$ cat config.mk
export PLATFORM = sky130hd
export DESIGN_NAME = cstp_ctrl
export DESIGN_NICKNAME = d
export VERILOG_FILES = /design/src/design/cstp_pkg.sv /design/src/design/cstp_ctrl.sv
export SDC_FILE = /design/constraint.sdc
export NUM_CORES = 1
export LEC_CHECK = 0
export BUFFER_PORTS_ARGS = -buffer_cell sky130_fd_sc_hd__buf_2
export CORE_MARGIN = 3
export CORE_UTILIZATION = 46
export DETAILED_ROUTE_END_ITERATION = 8
export PLACE_DENSITY = 0.82
export SLEW_MARGIN = 10
export SYNTH_ARGS = -nofsm -noshare
export SYNTH_HDL_FRONTEND = slang
export SYNTH_SLANG_ARGS = --single-unit
$ cat constraint.sdc
create_clock -name clk -period 3 [get_ports clk]
set_input_delay 0.6 -clock clk [delete_from_list [all_inputs] [get_ports clk]]
set_output_delay 0.6 -clock clk [all_outputs]
set_load 0.005 [all_outputs]
$ cat src/design/cstp_pkg.sv
package cstp_pkg;

  localparam int STACK_DEPTH_DEF = 1024;
  localparam int TABLE_SLOTS_DEF = 1024;

  localparam logic [29:0] NSEC_MAX = 30'd999999999;
  localparam logic [31:0] SEC_MAX  = 32'hFFFF_FFFF;

  localparam logic [1:0] FUNC_ENTER = 2'd0;
  localparam logic [1:0] FUNC_LEAVE = 2'd1;
  localparam logic [1:0] FUNC_CLEAR = 2'd2;

  localparam logic [2:0] ST_PUSHED  = 3'd0;
  localparam logic [2:0] ST_FULL    = 3'd1;
  localparam logic [2:0] ST_EMPTY   = 3'd2;
  localparam logic [2:0] ST_MISMAT  = 3'd3;
  localparam logic [2:0] ST_ACCUM   = 3'd4;
  localparam logic [2:0] ST_REFUSED = 3'd5;
  localparam logic [2:0] ST_CLEARED = 3'd6;

  typedef struct packed {
    logic [1:0]  func;
    logic [63:0] method_id;
    logic [31:0] stamp_sec;
    logic [29:0] stamp_nsec;
  } req_t;

  typedef struct packed {
    logic [2:0]  status;
    logic [31:0] total_sec;
    logic [29:0] total_nsec;
    logic [10:0] depth;
  } rsp_t;

  // controller -> datapath
  typedef struct packed {
    logic load_req;   // capture the incoming request
    logic push;       // write the frame at the stack top
    logic pop_rd;     // decrement top and read the frame below it
    logic probe_rd;   // read the slot at the probe index
    logic probe_next; // advance the probe index
    logic insert;     // count a new key; its slot is written with the total
    logic accum;      // compute the new total
    logic wr_total;   // write the total back
    logic clear_step; // zero one slot's totals, keep its key, and advance the sweep
    logic clear_start;
    logic init_step;  // reset sweep of the table
    logic set_status;
    logic [2:0] status;
    logic emit;
  } cmd_t;

  // datapath -> controller
  typedef struct packed {
    logic [1:0] func;
    logic stack_full;
    logic stack_empty;
    logic id_match;
    logic id_null;
    logic key_hit;
    logic key_empty;
    logic table_full;
    logic sweep_last;
    logic probe_wrap;
  } stat_t;

endpackage

$ cat src/design/cstp_ctrl.sv
module cstp_ctrl (
  input  logic            clk,
  input  logic            rst,
  input  logic            in_valid,
  output logic            in_stall,
  input  logic            out_free,
  input  cstp_pkg::stat_t st,
  output cstp_pkg::cmd_t  cmd
);

  localparam logic [3:0] S_INIT   = 4'd0;
  localparam logic [3:0] S_IDLE   = 4'd1;
  localparam logic [3:0] S_DEC    = 4'd2;
  localparam logic [3:0] S_POPW   = 4'd3;
  localparam logic [3:0] S_CMP    = 4'd4;
  localparam logic [3:0] S_PRBW   = 4'd5;
  localparam logic [3:0] S_PRB    = 4'd6;
  localparam logic [3:0] S_ACC    = 4'd7;
  localparam logic [3:0] S_WR     = 4'd8;
  localparam logic [3:0] S_CLR    = 4'd9;
  localparam logic [3:0] S_OUT    = 4'd10;

  logic [3:0] state, state_next;

  always_ff @(posedge clk) begin
    if (rst) begin
      state <= S_INIT;
    end else begin
      state <= state_next;
    end
  end

  assign in_stall = (state != S_IDLE);

  always_comb begin
    cmd = '0;
    state_next = state;
    unique case (state)
      S_INIT: begin
        cmd.init_step = 1'b1;
        if (st.sweep_last) state_next = S_IDLE;
      end
      S_IDLE: begin
        if (in_valid) begin
          cmd.load_req = 1'b1;
          state_next = S_DEC;
        end
      end
      S_DEC: begin
        cmd.set_status = 1'b1;
        priority if (st.func[1]) begin
          cmd.status = cstp_pkg::ST_CLEARED;
          cmd.clear_start = 1'b1;
          state_next = S_CLR;
        end else if (st.func == cstp_pkg::FUNC_ENTER) begin
          if (st.stack_full) begin
            cmd.status = cstp_pkg::ST_FULL;
          end else begin
            cmd.status = cstp_pkg::ST_PUSHED;
            cmd.push = 1'b1;
          end
          state_next = S_OUT;
        end else if (st.stack_empty) begin
          cmd.status = cstp_pkg::ST_EMPTY;
          state_next = S_OUT;
        end else begin
          cmd.status = cstp_pkg::ST_MISMAT;
          cmd.pop_rd = 1'b1;
          state_next = S_POPW;
        end
      end
      S_POPW: state_next = S_CMP;
      S_CMP: begin
        priority if (!st.id_match) begin
          state_next = S_OUT;
        end else if (st.id_null) begin
          cmd.set_status = 1'b1;
          cmd.status = cstp_pkg::ST_REFUSED;
          state_next = S_OUT;
        end else begin
          cmd.probe_rd = 1'b1;
          state_next = S_PRBW;
        end
      end
      S_PRBW: state_next = S_PRB;
      S_PRB: begin
        priority if (st.key_hit) begin
          state_next = S_ACC;
        end else if (st.key_empty) begin
          if (st.table_full) begin
            cmd.set_status = 1'b1;
            cmd.status = cstp_pkg::ST_REFUSED;
            state_next = S_OUT;
          end else begin
            cmd.insert = 1'b1;
            state_next = S_ACC;
          end
        end else if (st.probe_wrap) begin
          cmd.set_status = 1'b1;
          cmd.status = cstp_pkg::ST_REFUSED;
          state_next = S_OUT;
        end else begin
          cmd.probe_next = 1'b1;
          state_next = S_PRBW;
        end
      end
      S_ACC: begin
        cmd.accum = 1'b1;
        state_next = S_WR;
      end
      S_WR: begin
        cmd.wr_total = 1'b1;
        cmd.set_status = 1'b1;
        cmd.status = cstp_pkg::ST_ACCUM;
        state_next = S_OUT;
      end
      S_CLR: begin
        cmd.clear_step = 1'b1;
        if (st.sweep_last) state_next = S_OUT;
      end
      S_OUT: begin
        if (out_free) begin
          cmd.emit = 1'b1;
          state_next = S_IDLE;
        end
      end
      default: state_next = S_INIT;
    endcase
  end

endmodule

==> results of run 1 <==
==> routing by layer <==
metal,track usage (%),vias to the layer above,wire (um)
met3,5.15,0,142
met1,22.0,323,666
met2,30.6,38,782
li1,-,374,-
met4,6.83,0,0
met5,0,-,0
==> worst min-delay path by stage <==
stage               slack [ps]             startpoint                    end  cells after the start
finish                     610                    rst  state[2]$_SDFFE_PP0P_                      2
global route               620                    rst  state[2]$_SDFFE_PP0P_                      2
CTS                        610                    rst  state[2]$_SDFFE_PP0P_                      2
detailed placement         640  state[3]$_SDFFE_PP0P_  state[3]$_SDFFE_PP0P_                      1
global placement           640  state[3]$_SDFFE_PP0P_  state[3]$_SDFFE_PP0P_                      1
floorplan                  580  state[3]$_SDFFE_PP0P_  state[3]$_SDFFE_PP0P_                      2
==> power by group through the flow <==
stage	clock network [mW]	logic (mW)	registers, mW
floorplan	0	0.228	0.0774
global placement	0	0.259	0.115
detailed placement	0	0.263	0.117
CTS	0.0664	0.264	0.116
global route	0.0722	0.292	0.121
finish	0.0675	0.262	0.116
==> cell usage after synthesis <==
cell type | instances | area [um2]
a21boi_0 | 1 | 7.51
a21o_1 | 1 | 7.51
a21oi_1 | 5 | 25.0
a21oi_2 | 2 | 17.5
and3_1 | 2 | 12.5
buf_1 | 1 | 3.75
buf_2 | 2 | 10.0
buf_6 | 2 | 22.5
dfxtp_1 | 4 | 80.1
inv_1 | 6 | 22.5
mux2i_1 | 1 | 10.0
nand2_1 | 7 | 26.3
nand2b_1 | 5 | 31.3
nand4bb_1 | 1 | 11.3
nor2_1 | 14 | 52.6
nor2_4 | 1 | 11.3
nor2b_1 | 3 | 18.8
nor3_1 | 7 | 35.0
nor3b_1 | 1 | 7.51
nor3b_4 | 1 | 18.8
nor4_1 | 3 | 18.8
nor4b_1 | 1 | 8.76
nor4b_4 | 1 | 23.8
o21ai_0 | 1 | 5.00
o21ai_1 | 2 | 10.0
o21ai_2 | 1 | 8.76
o221ai_1 | 1 | 8.76
o2bb2ai_1 | 2 | 17.5
o311ai_0 | 1 | 8.76
o31ai_1 | 1 | 7.51
or4_1 | 1 | 7.51
or4_4 | 2 | 22.5
or4b_1 | 1 | 10.0
xnor2_1 | 1 | 8.76
==> critical path, stage by stage (launching register included) <==
cell     delay, ps
dfxtp_1        650
nor2b_1        320
nand2_1        210
nor4_1         240
buf_2          170
==> cells by family (layout without fill, tap and decap cells) <==
logic type / Yosys count / count (layout) / synth area share, %
mux: 1 / 1 / 1.67
buf+inv: 11 / 40 / 9.83
flops: 4 / 4 / 13.4
simple gates: 51 / 51 / 52.9
xor+xnor: 1 / 1 / 1.46
compound gates: 18 / 18 / 20.7
==> cell type report <==
type                       instances  area (um2)  area share, %
tap                               14        17.5           2.31
sequential                         4        80.1           10.6
inverter                           6        22.5           2.98
timing repair buffer              31         155           20.5
multi-input combinational         71         459           60.7
clock buffer                       3        22.5           2.98
==> impl_metrics.ini, run 1 <==
[critical_path]
crit_path_end = cmd[14]
worst_ep_arrival_time_ps = 1820
crit_fanout = 16
worstSetupStartpointType = flip-flop
r2r-start = state[1]$_SDFFE_PP0P_
rrSetupSlack_ps = 1310
startpoint = state[1]$_SDFFE_PP0P_
reg2reg_to = state[0]$_SDFFE_PP0P_
cp.required_ps = 2400
critPathKind = reg -> out
crit_path_end_kind = output pin
reg2reg_depth = 5

[clock_network]
cts_tree = done
ctsResizeCount = 0
cts_buffers = 3
cts_root_buffer = clkbuf_4
postCtsSetupBuffers = 0
htree_levels = 1
clock-sinks = 4
clock_path_buffers = 2
cts.clk_slew.worst_paths_ps = 40
insertion_delay_ps = 240
postCtsHoldBufs = 0

[finish]
final_common_cell = buf_2
final_cell_mix = 31 x buf_2, 14 x nor2_1, 7 x nor3_1, 7 x nand2_1, 6 x inv_1
layoutNonFillerInstCount = 129
drive_above_1_share_pct = 36.5
nNetsFinal = 132
largestRegisters = state x4
fillers = 113
fin_util_pct = 65.5
area_delta_synth_final_pct = 26.6
max_flop_register = state
insertedDiodeCount = 0
largest_reg_flops = 4
final_area_um2 = 757

[sta]
setup_tns_ps = 0
min_period_over_period_pct = 80.6
setup_viol = 0
hold_violations = 0
slew_headroom_pct = 64.2
finalWorstSetupSlack_ps = 583
rsz0062_at_grt = false
fmax_ghz = 0.414
worstMarginPinSlew_ps = 537
clock_skew_ps = 1.27
whs_ps = 608
layout_min_cycle_time_ps = 2420
final_max_slew_viol_count = 0

[pwr]
combPwrFrac_pct = 58.8
p_switching_uw = 206
vdd_drop_max_v = 0.000288
power_frac_seq_pct = 26.0
p_int_uw = 240
power_switching_share_pct = 46.2
power_frac_clock_pct = 15.2
finalPower_uw = 445
power.density_mw_per_mm2 = 588
leakagePower_nw = 0.358

[global_routing]
grt_max_degree = 17
grt-ovfl-total = 0
grt_first_pass_wirelength_um = 2530
grt_antenna_before_repair = 0
grt_pass1_vias = 611
grtUsageTotal_pct = 18.2

[route]
drtAntennaViolNets = 0
finalWirelength_um = 1590
routedWlPerCell_um = 12.3
drc = 0
dr.pass1.iters = 4
viasPerCell = 5.70
vias = 735
drtIter0Drc = 16

[floorplanning]
rows = 12
fp.dieArea_mm2 = 0.00177
die_y_um = 42.1
num_io_pins = 32
die_w_um = 42.1
start_util_pct = 51.7
coreArea_mm2 = 0.00116

[yosys]
seq_area_frac_synth_pct = 13.4
syn_inst = 86
yosys_warnings = 0
synthesis.nets = 101
avgSynthCellArea_um2 = 6.95
netlist_area_um2 = 598
ys_seq_elements = 4
ys_types = 34

[placed_design]
pre_cts_ws_ps = 782
portBuffers = 31
gp_congestion = 0.853
place_inst = 126
hpwl_um = 1290
place_area_um2 = 734

[min_path]
min_path_type = in -> reg

[status]
outcome = completed

[run]
cap_violations = 0
(Power assumes the default switching activity.)
==> run 2: changes to the inputs <==
--- a/config.mk
+++ b/config.mk
@@ -7,9 +7,9 @@
 export LEC_CHECK = 0
 export BUFFER_PORTS_ARGS = -buffer_cell sky130_fd_sc_hd__buf_2
 export CORE_MARGIN = 3
-export CORE_UTILIZATION = 46
+export CORE_UTILIZATION = 43
 export DETAILED_ROUTE_END_ITERATION = 8
-export PLACE_DENSITY = 0.82
+export PLACE_DENSITY = 0.77
 export SLEW_MARGIN = 10
 export SYNTH_ARGS = -nofsm -noshare
 export SYNTH_HDL_FRONTEND = slang
==> constraint.sdc (replaced) <==
create_clock -name clk -period 2.49 [get_ports clk]
set_input_delay 0.498 -clock clk [delete_from_list [all_inputs] [get_ports clk]]
set_output_delay 0.498 -clock clk [all_outputs]
set_load 0.005 [all_outputs]
==> run 2 against run 1 <==
Cell area up 0.99%; combinational power up 31%; clock-buffer cell count unchanged; utilization down 1.8 points; critical path depth unchanged; clock power up 19%; worst setup slack worse by 270 ps; die area up 6.0%; first-iteration DRC count up 19%; critical endpoint is now cmd[10].
==> impl_metrics.ini, run 2 (synthesis gave the netlist of run 1 again) <==
[status]
outcome = completed

[finish]
final_common_cell = buf_2
largestRegisters = state x4
insertedDiodeCount = 0
area_delta_synth_final_pct = 27.8
fillers = 127
layoutNonFillerInstCount = 130
max_flop_register = state
final_area_um2 = 764
largest_reg_flops = 4
fin_util_pct = 63.6
nNetsFinal = 133
final_cell_mix = 31 x buf_2, 14 x nor2_1, 7 x nor3_1, 7 x nand2_1, 6 x inv_1
drive_above_1_share_pct = 37.1

[floorplanning]
num_io_pins = 32
start_util_pct = 49.8
die_y_um = 43.3
coreArea_mm2 = 0.00120
rows = 12
die_w_um = 43.3
fp.dieArea_mm2 = 0.00187

[global_routing]
grtUsageTotal_pct = 18.3
grt_antenna_before_repair = 0
grt-ovfl-total = 0
grt_first_pass_wirelength_um = 2670
grt_pass1_vias = 619
grt_max_degree = 16

[route]
finalWirelength_um = 1580
drtAntennaViolNets = 0
route.met3.wl_um = 77
vias = 726
routedWlPerCell_um = 12.2
top_layer = met4
drc = 0
viasPerCell = 5.58
met2_length_um = 767
m1WireLength_um = 722
drtIter0Drc = 19
dr.pass1.iters = 4

[sta]
clock_skew_ps = 2.77
fmax_ghz = 0.459
slew_headroom_pct = 71.1
final_max_slew_viol_count = 0
finalWorstSetupSlack_ps = 310
setup_tns_ps = 0
hold_violations = 0
worstMarginPinSlew_ps = 433
rsz0062_at_grt = false
setup_viol = 0
layout_min_cycle_time_ps = 2180
whs_ps = 506
min_period_over_period_pct = 87.6

[critical_path]
crit_fanout = 9
crit_path_end_kind = output pin
cp.required_ps = 1990
critPathKind = reg -> out
worst_ep_arrival_time_ps = 1680
worstSetupStartpointType = flip-flop

[clock_network]
htree_levels = 1
clock-sinks = 4
postCtsSetupBuffers = 0
cts.clk_slew.worst_paths_ps = 40
insertion_delay_ps = 230
cts_root_buffer = clkbuf_4
cts_buffers = 3
cts_tree = done
ctsResizeCount = 0
postCtsHoldBufs = 0
clock_path_buffers = 2

[pwr]
power.density_mw_per_mm2 = 710
leakagePower_nw = 0.364
vdd_drop_max_v = 0.000399
finalPower_uw = 543

[placed_design]
pre_cts_ws_ps = 498
gp_congestion = 0.818
portBuffers = 31
place_inst = 127
hpwl_um = 1260
place_area_um2 = 742

[min_path]
min_path_type = in -> reg

[run]
cap_violations = 0
-- run 2: cell types whose count changed in the layout (fill, tap and decap cells not counted), sizes merged --
cell | previous run | this run
buf | 31 | 32
-- run 2: final cells by class --
type                    instances  area [um2]  area share (%)
well taps                      14        17.5            2.29
inverters                       6        22.5            2.95
flip-flops and latches          4        80.1            10.5
clock buffers                   3        22.5            2.95
repair buffers                 32         163            21.3
multi-input cells              71         459            60.1
-- run 2: path summary, 6_finish.rpt --
check | startpoint | endpoint | slack (ps) | cells after the start
worst max-delay path | state[2]$_SDFFE_PP0P_ | cmd[10] | 310 | 4
worst min-delay path | rst | state[2]$_SDFFE_PP0P_ | 510 | 2
worst max register to register | state[0]$_SDFFE_PP0P_ | state[3]$_SDFFE_PP0P_ | 850 | 4
worst min register to register | state[3]$_SDFFE_PP0P_ | state[3]$_SDFFE_PP0P_ | 660 | 1
-- run 2: per-layer routing --
| layer | vias to the layer above | track usage (%) |
|---|---|---|
| li1 | 369 | - |
| met1 | 331 | 23.1 |
| met2 | 24 | 30.7 |
| met3 | 2 | 3.81 |
| met4 | 0 | 5.42 |
| met5 | - | 0 |
-- run 2: worst max-delay path, stage by stage (launching register included) --
cell	delay, ps
dfxtp_1	510
nor3b_4	350
nand2_1	160
nor4b_1	280
buf_2	160
-- run 2: power by group --
part / internal [mW] / total [mW] / leakage, nW / switching (mW)
Combinational: 0.160 / 0.342 / 0.317 / 0.182
Sequential: 0.0810 / 0.120 / 0.0326 / 0.0391
Clock: 0.0539 / 0.0805 / 0.0138 / 0.0266
==> run 3: changes to the inputs <==
--- a/config.mk
+++ b/config.mk
@@ -5,11 +5,13 @@
 export SDC_FILE = /design/constraint.sdc
 export NUM_CORES = 1
 export LEC_CHECK = 0
+export ABC_AREA = 0
 export BUFFER_PORTS_ARGS = -buffer_cell sky130_fd_sc_hd__buf_2
 export CORE_MARGIN = 3
 export CORE_UTILIZATION = 43
 export DETAILED_ROUTE_END_ITERATION = 8
-export PLACE_DENSITY = 0.77
+export PLACE_DENSITY = 0.85
+export SKIP_LAST_GASP = 1
 export SLEW_MARGIN = 10
 export SYNTH_ARGS = -nofsm -noshare
 export SYNTH_HDL_FRONTEND = slang
==> run 3 against run 2 <==
Combinational power about the same; cell count unchanged; first-iteration DRC count up 42%; die area unchanged; sequential cell count unchanged; via count up 0.69%; clock-buffer cell count unchanged; critical endpoint unchanged; highest routed layer unchanged.
==> impl_metrics.ini, run 3 (synthesis gave the netlist of run 1 again) <==
[route]
drtIter0Drc = 27
routedWlPerCell_um = 12.8
drc = 0
dr.pass1.iters = 4
drtAntennaViolNets = 0
finalWirelength_um = 1660
viasPerCell = 5.62
vias = 731

[clock_network]
postCtsSetupBuffers = 0
cts_tree = done
cts.clk_slew.worst_paths_ps = 40
postCtsHoldBufs = 0
clock_path_buffers = 2
htree_levels = 1
insertion_delay_ps = 240
cts_buffers = 3
cts_root_buffer = clkbuf_4
ctsResizeCount = 0
clock-sinks = 4

[sta]
layout_min_cycle_time_ps = 2190
whs_ps = 493
rsz0062_at_grt = false
setup_tns_ps = 0
final_max_slew_viol_count = 0
slew_headroom_pct = 70.2
clock_skew_ps = 4.51
fmax_ghz = 0.458
worstMarginPinSlew_ps = 447
min_period_over_period_pct = 87.8
setup_viol = 0
hold_violations = 0

[finish]
fillers = 116
seqCellArea_um2 = 80.1
largest_reg_flops = 4
final_common_cell = buf_2
largestRegisters = state x4
drive_above_1_share_pct = 37.1
fin_util_pct = 63.6
max_flop_register = state
area_delta_synth_final_pct = 27.8
nNetsFinal = 133
final_cell_mix = 31 x buf_2, 14 x nor2_1, 7 x nor3_1, 7 x nand2_1, 6 x inv_1
final_area_um2 = 764
insertedDiodeCount = 0
multi_input_area_um2 = 459

[floorplanning]
die_w_um = 43.3
start_util_pct = 49.8
num_io_pins = 32
coreArea_mm2 = 0.00120
rows = 12
die_y_um = 43.3
fp.dieArea_mm2 = 0.00187

[placed_design]
hpwl_um = 1350
place_area_um2 = 742
gp_congestion = 0.887
portBuffers = 31

[critical_path]
critPathBufInv = 1
crit_path_end_kind = output pin
reg2reg_depth = 4
crit_fanout = 9
worst-path-stages = 4
worst_ep_arrival_time_ps = 1690
cp_slowest_cell = dfxtp_1
cp_top_family = simple AND/OR/NAND/NOR gates
worstSetupStartpointType = flip-flop
cp.required_ps = 1990
crit_chain = nor3b_4, nand2_1, nor4b_1, buf_2
critPathKind = reg -> out
slowest_delay_ps = 520

[pwr]
leakagePower_nw = 0.364
vdd_drop_max_v = 0.000419
power.density_mw_per_mm2 = 717
finalPower_uw = 548

[global_routing]
grt_antenna_before_repair = 0
grt_max_degree = 16
grt_first_pass_wirelength_um = 2800
grt-ovfl-total = 0
grtUsageTotal_pct = 20.0
grt_pass1_vias = 639

[status]
outcome = completed

[min_path]
whs_path_depth = 2
min_path_type = in -> reg

[run]
cap_violations = 0
## run 3: cell counts in the layout (fill, tap and decap cells not counted)
Identical to the previous run, type by type.
## run 3: worst paths after layout
kind | startpoint | to | slack [ps]
hold / removal | rst | state[2]$_SDFFE_PP0P_ | 490
setup reg to reg | state[0]$_SDFFE_PP0P_ | state[0]$_SDFFE_PP0P_ | 840
hold reg to reg | state[3]$_SDFFE_PP0P_ | state[3]$_SDFFE_PP0P_ | 660
setup / recovery | state[2]$_SDFFE_PP0P_ | cmd[10] | 300
## run 3: final cells by class
class	count	area share, %
well taps	14	2.29
repair buffers	32	21.3
flip-flops and latches	4	10.5
inverters	6	2.95
clock buffers	3	2.95
multi-input cells	71	60.1
## run 3: power by group
part	switching [mW]	leakage [nW]	internal [mW]
logic	0.183	0.317	0.160
clock network	0.0285	0.0138	0.0540
registers	0.0414	0.0326	0.0811
total	0.253	0.364	0.295
## run 3: layer usage
layer / vias to the layer above / share of wire, % / GRT usage [%]
li1: 374 / - / -
met4: 0 / 0.84 / 9.64
met5: - / 0 / 0
met1: 326 / 40 / 23.1
met3: 2 / 6.8 / 6.36
met2: 29 / 53 / 32.7
## run 3: stage by stage
step                      worst slack [ps]  std cells
final                                  305        130
after floorplan                        808         86
after CTS                              310        130
after detailed placement               439        127
after global routing                   185        130
after global placement                 524        127
